## config.mk

```make
export PLATFORM = sky130hd
export DESIGN_NAME = calendar_date_to_microsecond_timestamp_top
export DESIGN_NICKNAME = d
export VERILOG_FILES = /design/src/design/cdts_pkg.sv /design/src/design/calendar_date_to_microsecond_timestamp_top.sv /design/src/design/cdts_days.sv /design/src/design/cdts_offs.sv /design/src/design/cdts_scale.sv
export VERILOG_INCLUDE_DIRS = /design/src /design/src/design
export SDC_FILE = /design/constraint.sdc
export NUM_CORES = 2
export LEC_CHECK = 0
export BUFFER_PORTS_ARGS = -buffer_cell sky130_fd_sc_hd__buf_2
export CAP_MARGIN = 15
export CORE_ASPECT_RATIO = 0.6
export CORE_MARGIN = 4
export CORE_UTILIZATION = 64
export DETAILED_ROUTE_END_ITERATION = 8
export GPL_TIMING_DRIVEN = 0
export MAX_ROUTING_LAYER = met4
export PLACE_DENSITY = 0.82
export SKIP_LAST_GASP = 1
export SYNTH_ARGS = -nofsm -noshare
export SYNTH_HDL_FRONTEND = slang
export SYNTH_HIERARCHICAL = 1
export SYNTH_SLANG_ARGS = --single-unit
```

## constraint.sdc

```tcl
create_clock -name i_clk -period 11.2 [get_ports i_clk]
set_clock_uncertainty 0.15 [all_clocks]
set_input_delay 0 -clock i_clk [delete_from_list [all_inputs] [get_ports i_clk]]
set_output_delay 0 -clock i_clk [all_outputs]
set_load 0.02 [all_outputs]
```

## src/design/calendar_date_to_microsecond_timestamp_top_macros.svh

```systemverilog
// Assertion macros for the calendar-to-timestamp top level.
`ifndef CALENDAR_DATE_TO_MICROSECOND_TIMESTAMP_TOP_MACROS_SVH
`define CALENDAR_DATE_TO_MICROSECOND_TIMESTAMP_TOP_MACROS_SVH

`ifndef SYNTHESIS
`define CDTS_ASSERT(lbl, prop, msg) \
    lbl: assert property (@(posedge i_clk) disable iff (!i_rst_n) prop) else $error(msg);
`define CDTS_ASSERT_IMP(lbl, ante, cons, msg) \
    lbl: assert property (@(posedge i_clk) disable iff (!i_rst_n) (ante) |-> (cons)) \
        else $error(msg);
`else
`define CDTS_ASSERT(lbl, prop, msg)
`define CDTS_ASSERT_IMP(lbl, ante, cons, msg)
`endif

`endif

```

## src/design/cdts_pkg.sv

```systemverilog
// Shared types, constants and the month table for the timestamp pipeline.
package cdts_pkg;

    typedef enum logic [1:0] {
        ST_OK        = 2'd0,
        ST_BAD_YEAR  = 2'd1,
        ST_BAD_MONTH = 2'd2,
        ST_BAD_DAY   = 2'd3
    } t_status;

    typedef struct packed {
        logic    valid;
        t_status status;
    } t_ctl;

    localparam int DAYS_W = 28;
    localparam int SECS_W = 46;
    localparam int OFFS_W = 32;
    localparam int TS_W   = 64;

    // Day of the March-based year on which each month starts.
    function automatic logic [8:0] month_base(input logic [3:0] month);
        logic [8:0] base;
        base = 9'd0;
        case (month)
            4'd1:    base = 9'd306;
            4'd2:    base = 9'd337;
            4'd3:    base = 9'd0;
            4'd4:    base = 9'd31;
            4'd5:    base = 9'd61;
            4'd6:    base = 9'd92;
            4'd7:    base = 9'd122;
            4'd8:    base = 9'd153;
            4'd9:    base = 9'd184;
            4'd10:   base = 9'd214;
            4'd11:   base = 9'd245;
            4'd12:   base = 9'd275;
            default: base = 9'd0;
        endcase
        return base;
    endfunction

endpackage

```

## src/design/calendar_date_to_microsecond_timestamp_top.sv

```systemverilog
// Top level: calendar date plus offsets to a microsecond timestamp.
//
//   Channel   Handshake            Payload
//   input     i_start / o_busy     i_year, i_month, i_day_of_month, five offsets
//   result    o_done (one cycle)   o_timestamp_us, o_status
//
// One item may enter every cycle; o_busy stays low.
// The result is set by six register stages (date arithmetic, with the hour and
// minute scaling alongside, in the first three; the day, millisecond and
// microsecond scaling in the last three).
// Synchronous reset clears the valid bits of all stages; items in flight are dropped.
// The receiver cannot stall, so nothing holds the pipeline.
`include "calendar_date_to_microsecond_timestamp_top_macros.svh"

module calendar_date_to_microsecond_timestamp_top import cdts_pkg::*; (
    input  logic               i_clk,
    input  logic               i_rst_n,
    input  logic               i_start,
    output logic               o_busy,
    input  logic signed [15:0] i_year,
    input  logic [3:0]         i_month,
    input  logic [4:0]         i_day_of_month,
    input  logic signed [31:0] i_hour_offset,
    input  logic signed [31:0] i_minute_offset,
    input  logic signed [31:0] i_second_offset,
    input  logic signed [31:0] i_milli_offset,
    input  logic signed [31:0] i_micro_offset,
    output logic               o_done,
    output logic signed [63:0] o_timestamp_us,
    output logic [1:0]         o_status
);

    t_ctl              days_ctl;
    t_ctl              out_ctl;
    logic [DAYS_W-1:0] days;
    logic [SECS_W-1:0] secs;
    logic [OFFS_W-1:0] ms;
    logic [OFFS_W-1:0] us;
    logic [TS_W-1:0]   ts;

    assign o_busy = 1'b0;

    cdts_days u_days (
        .i_clk          (i_clk),
        .i_rst_n        (i_rst_n),
        .i_valid        (i_start),
        .i_year         (i_year),
        .i_month        (i_month),
        .i_day_of_month (i_day_of_month),
        .o_ctl          (days_ctl),
        .o_days         (days)
    );

    cdts_offs u_offs (
        .i_clk           (i_clk),
        .i_hour_offset   (i_hour_offset),
        .i_minute_offset (i_minute_offset),
        .i_second_offset (i_second_offset),
        .i_milli_offset  (i_milli_offset),
        .i_micro_offset  (i_micro_offset),
        .o_secs          (secs),
        .o_ms            (ms),
        .o_us            (us)
    );

    cdts_scale u_scale (
        .i_clk          (i_clk),
        .i_rst_n        (i_rst_n),
        .i_ctl          (days_ctl),
        .i_days         (days),
        .i_secs         (secs),
        .i_ms           (ms),
        .i_us           (us),
        .o_ctl          (out_ctl),
        .o_timestamp_us (ts)
    );

    assign o_done         = out_ctl.valid;
    assign o_status       = out_ctl.status;
    assign o_timestamp_us = ts;

    `CDTS_ASSERT_IMP(a_latency, i_start && !o_busy, ##6 o_done, "item lost in pipeline")
    `CDTS_ASSERT_IMP(a_no_extra, o_done, $past(i_start, 6), "result without an item")
    `CDTS_ASSERT_IMP(a_bad_zero, o_done && o_status != ST_OK, o_timestamp_us == 64'sd0,
        "invalid item gave a nonzero timestamp")
    `CDTS_ASSERT_IMP(a_bad_year, o_done && o_status == ST_BAD_YEAR,
        $past(i_year, 6) == 16'sh8000, "bad year status without the invalid year")

endmodule

```

## src/design/cdts_days.sv

```systemverilog
// Three-stage date check and days-from-civil day count.
module cdts_days import cdts_pkg::*; (
    input  logic              i_clk,
    input  logic              i_rst_n,
    input  logic              i_valid,
    input  logic [15:0]       i_year,
    input  logic [3:0]        i_month,
    input  logic [4:0]        i_day_of_month,
    output t_ctl              o_ctl,
    output logic [DAYS_W-1:0] o_days
);

    // Stage 1 signals.
    logic              month_le2;
    logic [17:0]       ysum;
    logic [24:0]       qprod;
    t_status           n1_status;
    t_ctl              r1_ctl;
    logic [16:0]       r1_ypos;
    logic [8:0]        r1_q;
    logic [8:0]        r1_doy;

    // Stage 2 signals.
    logic [16:0]       yrem;
    logic [9:0]        era;
    t_ctl              r2_ctl;
    logic [8:0]        r2_yoe;
    logic [DAYS_W-1:0] r2_era_days;
    logic [8:0]        r2_doy;

    // Stage 3 signals.
    logic [18:0]       y365;
    logic [13:0]       c41;
    logic [18:0]       doe;
    t_ctl              r3_ctl;
    logic [DAYS_W-1:0] r3_days;

    // The year is offset by 82 eras so the floor division works on a positive value.
    always_comb begin
        month_le2 = (i_month <= 4'd2);
        ysum      = {{2{i_year[15]}}, i_year} + 18'd32800 - 18'(month_le2);
        qprod     = 25'(ysum[16:4]) * 25'd2622;
        if (i_year == 16'h8000) begin
            n1_status = ST_BAD_YEAR;
        end else if (i_month == 4'd0 || i_month > 4'd12) begin
            n1_status = ST_BAD_MONTH;
        end else if (i_day_of_month == 5'd0) begin
            n1_status = ST_BAD_DAY;
        end else begin
            n1_status = ST_OK;
        end
    end

    always_comb begin
        yrem = r1_ypos - 17'(r1_q) * 17'd400;
        era  = {1'b0, r1_q} - 10'd82;
    end

    always_comb begin
        y365 = 19'(r2_yoe) * 19'd365;
        c41  = 14'(r2_yoe) * 14'd41;
        doe  = y365 + 19'(r2_yoe[8:2]) - 19'(c41[13:12]) + 19'(r2_doy);
    end

    always_ff @(posedge i_clk) begin
        if (!i_rst_n) begin
            r1_ctl <= '0;
            r2_ctl <= '0;
            r3_ctl <= '0;
        end else begin
            r1_ctl <= '{valid: i_valid, status: n1_status};
            r2_ctl <= r1_ctl;
            r3_ctl <= r2_ctl;
        end
    end

    always_ff @(posedge i_clk) begin
        r1_ypos     <= ysum[16:0];
        r1_q        <= qprod[24:16];
        r1_doy      <= month_base(i_month) + 9'(i_day_of_month) - 9'd1;
        r2_yoe      <= yrem[8:0];
        r2_era_days <= {{(DAYS_W-10){era[9]}}, era} * DAYS_W'(146097);
        r2_doy      <= r1_doy;
        r3_days     <= r2_era_days + DAYS_W'(doe) - DAYS_W'(719468);
    end

    assign o_ctl  = r3_ctl;
    assign o_days = r3_days;

endmodule

```

## src/design/cdts_offs.sv

```systemverilog
// Three-stage scaling of the hour and minute offsets into seconds.
module cdts_offs import cdts_pkg::*; (
    input  logic              i_clk,
    input  logic [OFFS_W-1:0] i_hour_offset,
    input  logic [OFFS_W-1:0] i_minute_offset,
    input  logic [OFFS_W-1:0] i_second_offset,
    input  logic [OFFS_W-1:0] i_milli_offset,
    input  logic [OFFS_W-1:0] i_micro_offset,
    output logic [SECS_W-1:0] o_secs,
    output logic [OFFS_W-1:0] o_ms,
    output logic [OFFS_W-1:0] o_us
);

    logic [43:0]       r1_hp;
    logic [37:0]       r1_mp;
    logic [OFFS_W-1:0] r1_s;
    logic [OFFS_W-1:0] r1_ms;
    logic [OFFS_W-1:0] r1_us;
    logic [SECS_W-1:0] r2_secs;
    logic [OFFS_W-1:0] r2_ms;
    logic [OFFS_W-1:0] r2_us;
    logic [SECS_W-1:0] r3_secs;
    logic [OFFS_W-1:0] r3_ms;
    logic [OFFS_W-1:0] r3_us;

    // The third stage only keeps these values in step with the day count.
    always_ff @(posedge i_clk) begin
        r1_hp   <= {{12{i_hour_offset[OFFS_W-1]}}, i_hour_offset} * 44'd3600;
        r1_mp   <= {{6{i_minute_offset[OFFS_W-1]}}, i_minute_offset} * 38'd60;
        r1_s    <= i_second_offset;
        r1_ms   <= i_milli_offset;
        r1_us   <= i_micro_offset;
        r2_secs <= {{2{r1_hp[43]}}, r1_hp} + {{8{r1_mp[37]}}, r1_mp}
                   + {{(SECS_W-OFFS_W){r1_s[OFFS_W-1]}}, r1_s};
        r2_ms   <= r1_ms;
        r2_us   <= r1_us;
        r3_secs <= r2_secs;
        r3_ms   <= r2_ms;
        r3_us   <= r2_us;
    end

    assign o_secs = r3_secs;
    assign o_ms   = r3_ms;
    assign o_us   = r3_us;

endmodule

```

## src/design/cdts_scale.sv

```systemverilog
// Three-stage merge of days and offsets into microseconds.
module cdts_scale import cdts_pkg::*; (
    input  logic              i_clk,
    input  logic              i_rst_n,
    input  t_ctl              i_ctl,
    input  logic [DAYS_W-1:0] i_days,
    input  logic [SECS_W-1:0] i_secs,
    input  logic [OFFS_W-1:0] i_ms,
    input  logic [OFFS_W-1:0] i_us,
    output t_ctl              o_ctl,
    output logic [TS_W-1:0]   o_timestamp_us
);

    logic [47:0]       n4_dsec;
    logic [59:0]       n5_msum;
    logic [TS_W-1:0]   n6_usum;
    t_ctl              r4_ctl;
    t_ctl              r5_ctl;
    t_ctl              r6_ctl;
    logic [47:0]       r4_dsec;
    logic [OFFS_W-1:0] r4_ms;
    logic [OFFS_W-1:0] r4_us;
    logic [59:0]       r5_msum;
    logic [OFFS_W-1:0] r5_us;
    logic [TS_W-1:0]   r6_ts;

    // Every partial sum fits its width; only the last one wraps modulo 2^64.
    always_comb begin
        n4_dsec = {{(48-DAYS_W){i_days[DAYS_W-1]}}, i_days} * 48'd86400
                  + {{(48-SECS_W){i_secs[SECS_W-1]}}, i_secs};
        n5_msum = {{12{r4_dsec[47]}}, r4_dsec} * 60'd1000
                  + {{(60-OFFS_W){r4_ms[OFFS_W-1]}}, r4_ms};
        n6_usum = {{(TS_W-60){r5_msum[59]}}, r5_msum} * 64'd1000
                  + {{(TS_W-OFFS_W){r5_us[OFFS_W-1]}}, r5_us};
    end

    always_ff @(posedge i_clk) begin
        if (!i_rst_n) begin
            r4_ctl <= '0;
            r5_ctl <= '0;
            r6_ctl <= '0;
        end else begin
            r4_ctl <= i_ctl;
            r5_ctl <= r4_ctl;
            r6_ctl <= r5_ctl;
        end
    end

    always_ff @(posedge i_clk) begin
        r4_dsec <= n4_dsec;
        r4_ms   <= i_ms;
        r4_us   <= i_us;
        r5_msum <= n5_msum;
        r5_us   <= r4_us;
        r6_ts   <= (r5_ctl.status == ST_OK) ? n6_usum : '0;
    end

    assign o_ctl          = r6_ctl;
    assign o_timestamp_us = r6_ts;

endmodule
```

==> results by group <==
Status
  • Status: complete, but fails checks
  • Violated checks: design-rule violations

GRT
  • Initial antenna violation count: 7
  • Total track usage: 0.303
  • GR peak layer: met2
  • Total grt overflow: 0
  • GRT met1 Usage: 0.409
  • Largest net degree at the start of global routing: 31
  • Met3 usage: 0.0544
  • Vias in the first global route: 54400
  • Global-route wire length before repair: 279000 um
  • Met2 Use GR: 0.472

Setup path
  • CP arrival: 11180 ps
  • Worst stage delay on the critical path: 660 ps
  • Worst Path Required: 11600 ps
  • Crit end category: flop
  • Crit-path slowest cell: a311oi_1
  • Critical path launch point type: flop
  • Setup Crit Path Kind: reg2reg
  • Most frequent CP cell: ha_1
  • Worst-path fanout max: 9
  • Crit-path leading delay family: compound AO/OA/AOI/OAI gates
  • WP buf/inv: 7

STA
  • Finish-stage setup viols: 0
  • Worst-Margin Slew: 1140 ps
  • RSZ-0062 raised after global routing: false
  • Fmax: 0.0928 GHz
  • Setup TNS: 0 ps
  • Period utilization: 0.963
  • Final Hold Fails: 0
  • Max-slew headroom: 0.227
  • Tmin final: 10780 ps
  • Pins Over Slew Limit: 0
  • Hold slack: 42.5 ps

Logic synthesis
  • Synth Flop Type: dfxtp_1
  • Post-Syn Instances: 7287
  • Syn nets: 9315
  • Number of synthesized flops with an enable pin: 0
  • Yosys warnings: 6
  • Post-synthesis sequential area ratio: 0.223
  • Area of the mapped netlist: 70100 um2
  • Cell accounting for the most synthesized area: fa_1
  • Seq cells post-synth: 779
  • Async SR Flop Fraction: 0
  • Synth top cells by count: inv_1, ha_1, fa_1, dfxtp_1, a21oi_1
  • Synthesized area per cell: 9.62 um2
  • Top post-synthesis cells by area: fa_1, dfxtp_1, ha_1
  • Unique masters post-synth: 88
  • Top cell type's share of synthesized area: 0.228
  • Top-count cell post-synth: inv_1

CTS
  • CTS tree: yes
  • Worst-skew pair later-pin latency: 690 ps
  • Htree depth: 3
  • CTS Buf Count: 71
  • Clk sink count: 779
  • Reg clk slew, reported paths: 60 ps
  • Clk buf depth: 3
  • Root Driver: clkbuf_16

Floorplan
  • Top Ports: 256
  • Die X-Extent: 435 um
  • Cell Rows: 93
  • Die area: 115000 um2
  • Starting Density: 0.649
  • Chip Height: 264 um
  • Core ar.: 108000 um2

Drt
  • WL/cell: 17.8 um
  • DRC Markers: 2
  • Detail Route Antenna Nets: 0
  • TritonRoute pass-1 iters: 8
  • Vias: 52900
  • DRT iter0 DRCs: 3939
  • Post-Route WL: 167000 um
  • Vias per inst: 5.63

Layout
  • Area growth from synthesis to layout: 11.9%
  • Final net count: 9922
  • Fraction of layout cells with a size suffix above 1: 0.0550
  • Register area: 15600 um2
  • Fillers: 7539
  • Multi-input logic area: 48700 um2
  • Final instance area: 78400 um2

Placed design
  • Routability-driven placement congestion ratio: 0.932
  • Dpl cell area: 73200 um2
  • Port Buffer Count: 254
  • HPWL after detailed placement: 127000 um

Min path
  • HP Class: in2reg

Run
  • Max-cap violations: 0
-- cell usage in the layout (no fill, tap or decap), drive strengths merged, types with 19 or more instances in the layout --
| cell | instances |
|---|---|
| a21oi | 495 |
| and2 | 35 |
| dfxtp | 779 |
| or3 | 24 |
| a31oi | 50 |
| o21ai | 238 |
| a21o | 279 |
| ha | 1043 |
| o211ai | 20 |
| nor2b | 53 |
| a211o | 19 |
| inv | 1457 |
| o21a | 64 |
| dlygate4sd3 | 276 |
| nor3 | 64 |
| nand3 | 106 |
| and3 | 39 |
| xnor2 | 343 |
| clkbuf | 176 |
| nand2b | 71 |
| fa | 797 |
| a211oi | 58 |
| nor2 | 300 |
| xor2 | 160 |
| o21bai | 85 |
| nand4 | 62 |
| nand2 | 257 |
| buf | 270 |
-- cell type report --
class / instances / area share
buffer: 97 / 0.00477
sequential: 779 / 0.199
antenna: 7 / 0.000223
multi-input combinational: 4962 / 0.621
tap: 1425 / 0.0227
timing repair buffer: 534 / 0.0522
inverter: 1449 / 0.0694
clock buffer: 92 / 0.0250
clock inverter: 35 / 0.00617
-- logic make-up after synthesis --
group,synth area share
other cells,0.0000535
mux,0.00264
xor+xnor,0.0629
buf+inv,0.0829
flops,0.223
simple gates,0.0756
fa+ha+maj,0.414
compound gates,0.140
-- metal layers --
layer,wire length [um],vias up
li1,-,25200
met1,75500,25500
met2,75800,1752
met3,10900,361
met4,5060,0
met5,0,-
-- timing repair --
item                                    in CTS  in global routing
hold buffers                               276                  0
resized for setup                            0                  1
buffers inserted                             0                  0
endpoints found under the setup margin       0                  1
endpoints found under the hold margin      172                  0
-- metrics by stage --
step                      std cells  setup WS, ps  utilization
final                          9380           419        0.726
after detailed placement       8967           910        0.678
after CTS                      9370           783        0.726
after global placement         8966          1030        0.677
after global routing           9379          47.2        0.726
after floorplan                7287          2610            -
-- worst paths after layout --
kind / to / from / cells after the start / slack [ps]
min reg2reg: u_scale/r4_dsec[5] / u_offs/o_secs[5] / 0 / 150
max reg2reg: u_days/o_days[25] / u_days/r2_yoe[1] / 43 / 420
max: u_days/o_days[25] / u_days/r2_yoe[1] / 43 / 420
min: u_offs/r1_hp[24] / i_hour_offset[20] / 5 / 40
-- worst register-to-register path: cells and delay by family, from the launching register on --
kind	cells	cell delay [ps]
simple gates	2	300
flops	1	650
fa+ha+maj	12	3810
buf+inv	7	400
xor+xnor	3	770
compound gates	19	4550
-- flip-flops by register name, summed over array words and instances, names as in the netlist, 36 cells and up --
signal                  cells
u_offs/o_secs              46
u_scale/r4_dsec            48
u_scale/o_timestamp_us     64
u_offs/r2_secs             46
u_offs/r1_mp               36
u_offs/r1_hp               40
u_scale/r5_msum            60
Power is not shown: default switching activity piles up to over one toggle a cycle in this logic, so the estimate is an artifact.
